[src/rtl/core/dks_pkg.sv]
package dks_pkg;

  localparam int KEY_W       = 64;
  localparam int CD_W        = 56;
  localparam int HALF_W      = 28;
  localparam int SUBKEY_W    = 48;
  localparam int ROUND_W     = 4;
  localparam int QUEUE_DEPTH = 2;

  localparam logic [ROUND_W-1:0] LAST_ROUND = 4'd15;

  localparam int unsigned PC1_TBL [CD_W] = '{
    57, 49, 41, 33, 25, 17,  9,
     1, 58, 50, 42, 34, 26, 18,
    10,  2, 59, 51, 43, 35, 27,
    19, 11,  3, 60, 52, 44, 36,
    63, 55, 47, 39, 31, 23, 15,
     7, 62, 54, 46, 38, 30, 22,
    14,  6, 61, 53, 45, 37, 29,
    21, 13,  5, 28, 20, 12,  4
  };

  localparam int unsigned PC2_TBL [SUBKEY_W] = '{
    14, 17, 11, 24,  1,  5,
     3, 28, 15,  6, 21, 10,
    23, 19, 12,  4, 26,  8,
    16,  7, 27, 20, 13,  2,
    41, 52, 31, 37, 47, 55,
    30, 40, 51, 45, 33, 48,
    44, 49, 39, 56, 34, 53,
    46, 42, 50, 36, 29, 32
  };

  typedef struct packed {
    logic full;
    logic empty;
  } q_stat_t;

  typedef struct packed {
    logic               busy;
    logic [ROUND_W-1:0] round;
  } back_stat_t;

  function automatic logic [CD_W-1:0] pc1(input logic [KEY_W-1:0] k);
    logic [CD_W-1:0] s;
    s = '0;
    for (int i = 0; i < CD_W; i++) begin
      s[CD_W-1-i] = k[KEY_W-PC1_TBL[i]];
    end
    return s;
  endfunction

  function automatic logic [SUBKEY_W-1:0] pc2(input logic [CD_W-1:0] cd);
    logic [SUBKEY_W-1:0] s;
    s = '0;
    for (int i = 0; i < SUBKEY_W; i++) begin
      s[SUBKEY_W-1-i] = cd[CD_W-PC2_TBL[i]];
    end
    return s;
  endfunction

  function automatic logic single_shift(input logic [ROUND_W-1:0] r);
    return (r == 4'd0) || (r == 4'd1) || (r == 4'd8) || (r == LAST_ROUND);
  endfunction

  function automatic logic [HALF_W-1:0] rot_half(input logic [HALF_W-1:0] x,
                                                 input logic two);
    return two ? {x[HALF_W-3:0], x[HALF_W-1:HALF_W-2]} : {x[HALF_W-2:0], x[HALF_W-1]};
  endfunction

endpackage

[src/rtl/core/dks_if.sv]
interface dks_key_if;
  logic                      valid;
  logic                      ready;
  logic [dks_pkg::KEY_W-1:0] key;

  modport source (output valid, output key, input ready);
  modport sink   (input valid, input key, output ready);
endinterface

interface dks_sub_if;
  logic                         valid;
  logic                         ready;
  logic [dks_pkg::SUBKEY_W-1:0] subkey;
  logic [dks_pkg::ROUND_W-1:0]  round;
  logic                         last;

  modport source (output valid, output subkey, output round, output last, input ready);
  modport sink   (input valid, input subkey, input round, input last, output ready);
endinterface

[src/rtl/core/dks_front.sv]
module dks_front (
  input  logic                     clk,
  input  logic                     rst_n,
  dks_key_if.sink                  in_chan,
  output logic                     push_valid,
  output logic [dks_pkg::CD_W-1:0] push_cd,
  input  dks_pkg::q_stat_t         q_stat
);

  logic                     valid_r;
  logic [dks_pkg::CD_W-1:0] cd_r;
  logic                     in_fire;
  logic                     push_fire;

  assign push_fire     = valid_r && !q_stat.full;
  assign in_chan.ready = !valid_r || !q_stat.full;
  assign in_fire       = in_chan.valid && in_chan.ready;
  assign push_valid    = valid_r;
  assign push_cd       = cd_r;

  always_ff @(posedge clk) begin
    if (!rst_n) begin
      valid_r <= 1'b0;
    end else if (in_fire) begin
      valid_r <= 1'b1;
    end else if (push_fire) begin
      valid_r <= 1'b0;
    end
  end

  always_ff @(posedge clk) begin
    if (in_fire) begin
      cd_r <= dks_pkg::pc1(in_chan.key);
    end
  end

endmodule

[src/rtl/core/dks_queue.sv]
module dks_queue #(
  parameter int DEPTH = dks_pkg::QUEUE_DEPTH
) (
  input  logic                     clk,
  input  logic                     rst_n,
  input  logic                     push,
  input  logic [dks_pkg::CD_W-1:0] push_cd,
  input  logic                     pop,
  output logic [dks_pkg::CD_W-1:0] pop_cd,
  output dks_pkg::q_stat_t         q_stat
);

  localparam int PTR_W = $clog2(DEPTH);
  localparam int CNT_W = $clog2(DEPTH + 1);

  logic [dks_pkg::CD_W-1:0] mem [DEPTH];
  logic [PTR_W-1:0]         wr_ptr_r, wr_ptr_nxt;
  logic [PTR_W-1:0]         rd_ptr_r, rd_ptr_nxt;
  logic [CNT_W-1:0]         count_r, count_nxt;
  logic [dks_pkg::CD_W-1:0] head_r;
  logic                     do_push, do_pop;

  assign q_stat.full  = (count_r == CNT_W'(DEPTH));
  assign q_stat.empty = (count_r == '0);
  assign do_push      = push && !q_stat.full;
  assign do_pop       = pop && !q_stat.empty;
  assign pop_cd       = head_r;

  always_comb begin
    wr_ptr_nxt = wr_ptr_r;
    rd_ptr_nxt = rd_ptr_r;
    count_nxt  = count_r;
    if (do_push) begin
      wr_ptr_nxt = (wr_ptr_r == PTR_W'(DEPTH - 1)) ? '0 : wr_ptr_r + 1'b1;
    end
    if (do_pop) begin
      rd_ptr_nxt = (rd_ptr_r == PTR_W'(DEPTH - 1)) ? '0 : rd_ptr_r + 1'b1;
    end
    if (do_push && !do_pop) begin
      count_nxt = count_r + 1'b1;
    end else if (do_pop && !do_push) begin
      count_nxt = count_r - 1'b1;
    end
  end

  always_ff @(posedge clk) begin
    if (!rst_n) begin
      wr_ptr_r <= '0;
      rd_ptr_r <= '0;
      count_r  <= '0;
    end else begin
      wr_ptr_r <= wr_ptr_nxt;
      rd_ptr_r <= rd_ptr_nxt;
      count_r  <= count_nxt;
    end
  end

  // head register prefetches the next entry, with bypass when it is written now
  always_ff @(posedge clk) begin
    if (do_push) begin
      mem[wr_ptr_r] <= push_cd;
    end
    if (do_push && (wr_ptr_r == rd_ptr_nxt)) begin
      head_r <= push_cd;
    end else begin
      head_r <= mem[rd_ptr_nxt];
    end
  end

endmodule

[src/rtl/core/dks_back.sv]
module dks_back (
  input  logic                     clk,
  input  logic                     rst_n,
  input  logic                     q_empty,
  input  logic [dks_pkg::CD_W-1:0] pop_cd,
  output logic                     pop,
  dks_sub_if.source                out_chan,
  output dks_pkg::back_stat_t      stat
);

  logic                           busy_r;
  logic [dks_pkg::ROUND_W-1:0]    round_r;
  logic [dks_pkg::HALF_W-1:0]     c_r, d_r;
  logic [dks_pkg::HALF_W-1:0]     c_nxt, d_nxt;
  logic [dks_pkg::CD_W-1:0]       src;
  logic                           out_valid_r;
  logic [dks_pkg::SUBKEY_W-1:0]   subkey_r;
  logic [dks_pkg::ROUND_W-1:0]    out_round_r;
  logic                           last_r;
  logic                           load_ok;
  logic                           step;
  logic                           two;

  assign load_ok = !out_valid_r || out_chan.ready;
  assign step    = load_ok && (busy_r || !q_empty);
  assign pop     = step && !busy_r;

  assign src   = busy_r ? {c_r, d_r} : pop_cd;
  assign two   = !dks_pkg::single_shift(round_r);
  assign c_nxt = dks_pkg::rot_half(src[dks_pkg::CD_W-1:dks_pkg::HALF_W], two);
  assign d_nxt = dks_pkg::rot_half(src[dks_pkg::HALF_W-1:0], two);

  always_ff @(posedge clk) begin
    if (!rst_n) begin
      busy_r      <= 1'b0;
      round_r     <= '0;
      out_valid_r <= 1'b0;
    end else begin
      if (step) begin
        busy_r      <= (round_r != dks_pkg::LAST_ROUND);
        round_r     <= round_r + 1'b1;
        out_valid_r <= 1'b1;
      end else if (out_chan.ready) begin
        out_valid_r <= 1'b0;
      end
    end
  end

  always_ff @(posedge clk) begin
    if (step) begin
      c_r         <= c_nxt;
      d_r         <= d_nxt;
      subkey_r    <= dks_pkg::pc2({c_nxt, d_nxt});
      out_round_r <= round_r;
      last_r      <= (round_r == dks_pkg::LAST_ROUND);
    end
  end

  assign out_chan.valid  = out_valid_r;
  assign out_chan.subkey = subkey_r;
  assign out_chan.round  = out_round_r;
  assign out_chan.last   = last_r;

  assign stat.busy  = busy_r;
  assign stat.round = round_r;

endmodule

[src/rtl/core/des_key_schedule_unit.sv]
// channel   dir  payload                      items
// in_chan   in   key[63:0]                    one key
// out_chan  out  subkey[47:0] round[3:0] last sixteen subkeys per key
//
// One subkey leaves per cycle while out_chan is ready and a key is in the engine
// or queue; the round engine takes no new key until it is through with the last.
// It pops the next key on the step after round 15, so while a key waits in the
// queue the stream has no gap. Path: PC-1 reg, queue head, output reg.
// rst_n is synchronous; it empties the queue and idles the round engine.
// A stall on out_chan freezes the engine; keys keep entering until the queue and the PC-1 reg fill.
module des_key_schedule_unit #(
  parameter int QUEUE_DEPTH = dks_pkg::QUEUE_DEPTH
) (
  input  logic      clk,
  input  logic      rst_n,
  dks_key_if.sink   in_chan,
  dks_sub_if.source out_chan
);

  logic                     push_valid;
  logic [dks_pkg::CD_W-1:0] push_cd;
  logic                     pop;
  logic [dks_pkg::CD_W-1:0] pop_cd;
  dks_pkg::q_stat_t         q_stat;
  dks_pkg::back_stat_t      b_stat;

  dks_front u_front (
    .clk        (clk),
    .rst_n      (rst_n),
    .in_chan    (in_chan),
    .push_valid (push_valid),
    .push_cd    (push_cd),
    .q_stat     (q_stat)
  );

  dks_queue #(
    .DEPTH (QUEUE_DEPTH)
  ) u_queue (
    .clk     (clk),
    .rst_n   (rst_n),
    .push    (push_valid),
    .push_cd (push_cd),
    .pop     (pop),
    .pop_cd  (pop_cd),
    .q_stat  (q_stat)
  );

  dks_back u_back (
    .clk      (clk),
    .rst_n    (rst_n),
    .q_empty  (q_stat.empty),
    .pop_cd   (pop_cd),
    .pop      (pop),
    .out_chan (out_chan),
    .stat     (b_stat)
  );

  a_pop_nonempty: assert property (@(posedge clk) disable iff (!rst_n)
    pop |-> !q_stat.empty)
    else $error("pop from empty queue");

  a_idle_round_zero: assert property (@(posedge clk) disable iff (!rst_n)
    !b_stat.busy |-> (b_stat.round == '0))
    else $error("round counter not cleared when idle");

  a_last_idle: assert property (@(posedge clk) disable iff (!rst_n)
    (out_chan.valid && out_chan.last) |->
      (!b_stat.busy && (out_chan.round == dks_pkg::LAST_ROUND)))
    else $error("last subkey shown while engine busy or wrong round");

  a_pop_after_last: assert property (@(posedge clk) disable iff (!rst_n)
    (pop && !q_stat.empty) |=> (b_stat.busy && (b_stat.round == 4'd1)))
    else $error("new key did not start at round zero");

endmodule

[src/flat_wrapper.sv]
// flat-port wrapper written by rule: the top's interface ports become plain ports
module des_key_schedule_unit_flat 
#(
  parameter int QUEUE_DEPTH = dks_pkg::QUEUE_DEPTH
)
  (clk, rst_n, in_chan_valid, in_chan_key, in_chan_ready, out_chan_valid, out_chan_subkey, out_chan_round, out_chan_last, out_chan_ready);
  dks_key_if in_chan_i ();
  dks_sub_if out_chan_i ();
  input  logic clk;
  input  logic rst_n;
  input wire logic [$bits(in_chan_i.valid)-1:0] in_chan_valid;
  input wire logic [$bits(in_chan_i.key)-1:0] in_chan_key;
  output wire logic [$bits(in_chan_i.ready)-1:0] in_chan_ready;
  output wire logic [$bits(out_chan_i.valid)-1:0] out_chan_valid;
  output wire logic [$bits(out_chan_i.subkey)-1:0] out_chan_subkey;
  output wire logic [$bits(out_chan_i.round)-1:0] out_chan_round;
  output wire logic [$bits(out_chan_i.last)-1:0] out_chan_last;
  input wire logic [$bits(out_chan_i.ready)-1:0] out_chan_ready;
  assign in_chan_i.valid = in_chan_valid;
  assign in_chan_i.key = in_chan_key;
  assign in_chan_ready = in_chan_i.ready;
  assign out_chan_valid = out_chan_i.valid;
  assign out_chan_subkey = out_chan_i.subkey;
  assign out_chan_round = out_chan_i.round;
  assign out_chan_last = out_chan_i.last;
  assign out_chan_i.ready = out_chan_ready;
  des_key_schedule_unit #(.QUEUE_DEPTH(QUEUE_DEPTH)) u_core (.clk(clk), .rst_n(rst_n), .in_chan(in_chan_i), .out_chan(out_chan_i));
endmodule
[config.mk]
export PLATFORM = sky130hd
export DESIGN_NAME = des_key_schedule_unit_flat
export DESIGN_NICKNAME = d
export VERILOG_FILES = /design/src/rtl/core/dks_pkg.sv /design/src/rtl/core/dks_if.sv /design/src/rtl/core/dks_front.sv /design/src/rtl/core/dks_queue.sv /design/src/rtl/core/dks_back.sv /design/src/rtl/core/des_key_schedule_unit.sv /design/src/flat_wrapper.sv
export SDC_FILE = /design/constraint.sdc
export NUM_CORES = 1
export LEC_CHECK = 0
export BUFFER_PORTS_ARGS = -buffer_cell sky130_fd_sc_hd__buf_4
export CAP_MARGIN = 5
export CORE_UTILIZATION = 54
export CTS_BUF_LIST = sky130_fd_sc_hd__clkbuf_8
export CTS_CLUSTER_SIZE = 30
export DETAILED_ROUTE_END_ITERATION = 8
export HOLD_SLACK_MARGIN = 0.06
export PLACE_DENSITY = 0.82
export SLEW_MARGIN = 30
export SYNTH_ARGS = -nofsm -noshare
export SYNTH_HDL_FRONTEND = slang
export SYNTH_SLANG_ARGS = --single-unit
[constraint.sdc]
create_clock -name clk -period 3.7 [get_ports clk]
set_input_delay 0 -clock clk [delete_from_list [all_inputs] [get_ports clk]]
set_output_delay 0 -clock clk [all_outputs]
set_load 0.02 [all_outputs]
==> flow_summary.toml <==
[logic_synthesis]
synth_area_leader_cell = "edfxtp_1"
syn_inst = 590
synth_edf_count = 229
syn_area_sq_um = 9620
synth_area_per_cell_sq_um = 16.3
yosysMostFrequentCell = "edfxtp_1"
synth_top_area_share_pct = 71.5
syn-num-nets = 662
yosys-top-cells-area = "edfxtp_1 (71%), mux2i_1 (12%), buf_4 (3.9%)"
yosys-top-cells-count = "edfxtp_1 (229), mux2i_1 (112), nor2_1 (58), a21oi_1 (57), buf_4 (50)"
synth_cell_type_count = 37
synth_ff_type = "edfxtp_1"
synth_warnings = 0
async_reset_ff_share_pct = 0
ys_ff_latch = 241
ys_seq_area_share_pct = 73.9

[critical_path]
cp_num_cells = 6
required_ns = 3.92
crit_path_end = "u_core.u_back.d_r[2]$_DFFE_PP_"
crit_family = "compound AO/OA/AOI/OAI gates"
worst_path_max_delay_cell = "o21ai_4"
reg2reg_slack_ns = 1.21
slowest_delay_ns = 0.76
cp.arrival_ns = 2.71
critPathBufInv = 2
r2r_end = "u_core.u_back.d_r[2]$_DFFE_PP_"
worstSetupEndpointType = "flop"
worstSetupStartpointType = "flop"
reg2reg_from = "u_core.u_back.round_r[0]$_SDFFE_PN0P_"
critical_path_class = "flop to flop"
path_max_fanout = 28
critPathLaunch = "u_core.u_back.round_r[0]$_SDFFE_PN0P_"
reg2reg_depth = 6
path_cells = "inv_1, ha_1, a21oi_1, o21ai_4, buf_4, mux2i_1"

[route]
vias = 5144
route.detailed.drc = 0
routed_wl_um = 16500
met1_length_um = 6650
top_layer = "met4"
wl_met3_um = 1120
wl_per_cell_um = 16.6
postRouteAntennaNets = 0
routed_via_density = 5.18
wl_met2_um = 8400
drt_iter0_drc = 269
dr.pass1.iters = 5

[grt]
antenna_found_initial = 0
grt_max_degree = 77
grt_pass1_wl_um = 26100
overflow = 0
grt_pass1_vias = 5276
gr-usage-all-layers_pct = 18.7

[floorplan]
core_area_sq_um = 17400
start_util_pct = 55.4
dieArea_sq_um = 18400
fp.dieW_um = 136
io_pins = 123
num_rows = 48
die_h_um = 136

[cells_and_area]
fill_cells = 1142
syn_to_final_growth_pct = 21.7
layout-drive-gt1-share_pct = 24.3
nets = 811
diodes = 0
layout.cells.non_filler = 994

[clock_network]
path_clk_slew_ns = 0.06
root_buffer = "clkbuf_8"
clk_latency_ns = 0.51
ctsHtreeMaxLevel = 2
cts_buffers = 39
cts.sinks = 241
cts_tree = "yes"
clockBufferDepth = 3
cts_resized = 0

[power]
ir_drop_uv = 485
power.density_nw_per_um2 = 820
p_leak_nw = 4.63

[sta]
fmax_mhz = 401
finClkSkew_ns = 0.0194
drv_slew = 0
finalSetupTns_ns = 0
min_period_over_period_pct = 67.3
rsz0062_at_grt = "false"
setup_viol = 0
hold_viol = 0
slew_headroom_pct = 34.9
tightestPinTransition_ns = 0.973
post-route-min-period_ns = 2.49

[place]
hpwl_um = 9900
dp.cells = 862
numPortBuffers = 114
gp_congestion = 0.771

[outcome]
outcome = "completed"

[run]
cap_viol_max_count = 0

[hold_path]
hold_class = "input pin to flop"
state kept, by name (all words and copies together), names as in the netlist, 2 cells and up, named ones only:
| register | flops |
|---|---|
| u_core.u_back.round_r | 4 |
| u_core.u_back.c_r | 27 |
| u_core.u_back.out_chan.round | 4 |
| u_core.u_queue.mem | 112 |
| u_core.u_front.push_cd | 56 |
| u_core.u_back.out_chan.subkey | 2 |
| u_core.u_queue.count_r | 2 |
| u_core.u_back.d_r | 27 |
kinds of logic after synthesis:
kind of cell             count (synthesis)  share of synthesized area (%)
multiplexers                           112                           11.6
AO/OA/AOI/OAI                           65                           3.55
AND/OR/NAND/NOR                         80                           3.74
flip-flops                             241                           73.9
XOR/XNOR                                 7                          0.715
buffers and inverters                   81                           5.88
adder cells (fa/ha/maj)                  4                          0.520
layout by cell type, fill, tap and decap left out, drive strengths merged:
master	n
xnor2	5
nor2b	2
and2	7
dlygate4sd3	60
bufinv	3
xor2	2
a22oi	1
nor3b	1
dfxtp	12
clkbuf	41
a21oi	57
edfxtp	229
buf	123
and3	1
nand3b	1
nor3	2
nor2	59
o41a	1
clkinv	17
o21ai	3
nand2b	1
ha	4
or3	2
nand2	2
nand3	2
mux2i	112
a21boi	3
inv	16
worst min-delay path by stage:
stage                         start                                    to  slack, ns  cells after the start
global placement    in_chan_key[54]  u_core.u_front.push_cd[41]$_DFFE_PP_       0.18                      1
CTS                 in_chan_key[63]  u_core.u_front.push_cd[48]$_DFFE_PP_       0.17                      2
finish              in_chan_key[55]  u_core.u_front.push_cd[49]$_DFFE_PP_       0.21                      2
detailed placement  in_chan_key[19]   u_core.u_front.push_cd[9]$_DFFE_PP_       0.18                      1
floorplan           in_chan_key[60]   u_core.u_front.push_cd[0]$_DFFE_PP_        0.1                      0
global route        in_chan_key[23]  u_core.u_front.push_cd[53]$_DFFE_PP_       0.18                      2
worst register-to-register path, delay by kind of cell, from the launching register on:
kind | cells | cell delay, ns
buf+inv | 2 | 0.69
mux | 1 | 0.17
compound gates | 2 | 0.83
flops | 1 | 0.35
fa+ha+maj | 1 | 0.16
power breakdown:
part | total (mW) | leakage [nW] | internal [mW] | switching, mW
Sequential | 4.34 | 2.27 | 3.91 | 0.422
Combinational | 3.04 | 1.93 | 1.27 | 1.77
Clock | 2.22 | 0.436 | 1.24 | 0.978
Total | 9.60 | 4.63 | 6.43 | 3.17
final cells by class:
type,count,area (sq um),share of cell area [%]
clock buffers,41,564,4.82
inverters,6,22.5,0.192
flip-flops and latches,241,7120,60.8
repair buffers,183,1550,13.2
multi-input cells,268,1970,16.8
well taps,225,282,2.40
clock inverters,30,201,1.72
routing by layer:
metal / track usage, % / vias to the layer above
li1: - / 2459
met1: 22.6 / 2494
met5: 0 / -
met4: 6.18 / 0
met2: 32.8 / 159
met3: 4.68 / 32
per-stage QoR:
stage          total power [mW]  cell area [sq um]  utilization, %  setup slack (ns)  hold slack (ns)
2_1_floorplan              6.77               9620               -             0.219           0.0989
3_3_place_gp               7.22              10300            59.5              1.33            0.178
3_5_place_dp               7.38              10300            59.5              1.19            0.179
4_1_cts                    9.68              11700            67.4              1.18            0.168
5_1_grt                    10.1              11700            67.5              1.09            0.178
6_report                   9.60              11700            67.5              1.21            0.209
what timing repair did:
| item | CTS | global route |
|---|---|---|
| setup buffers | 0 | 0 |
| hold buffers | 60 | 0 |
| hold endpoints to repair | 67 | 0 |
Power figures use the tool's default switching activity.
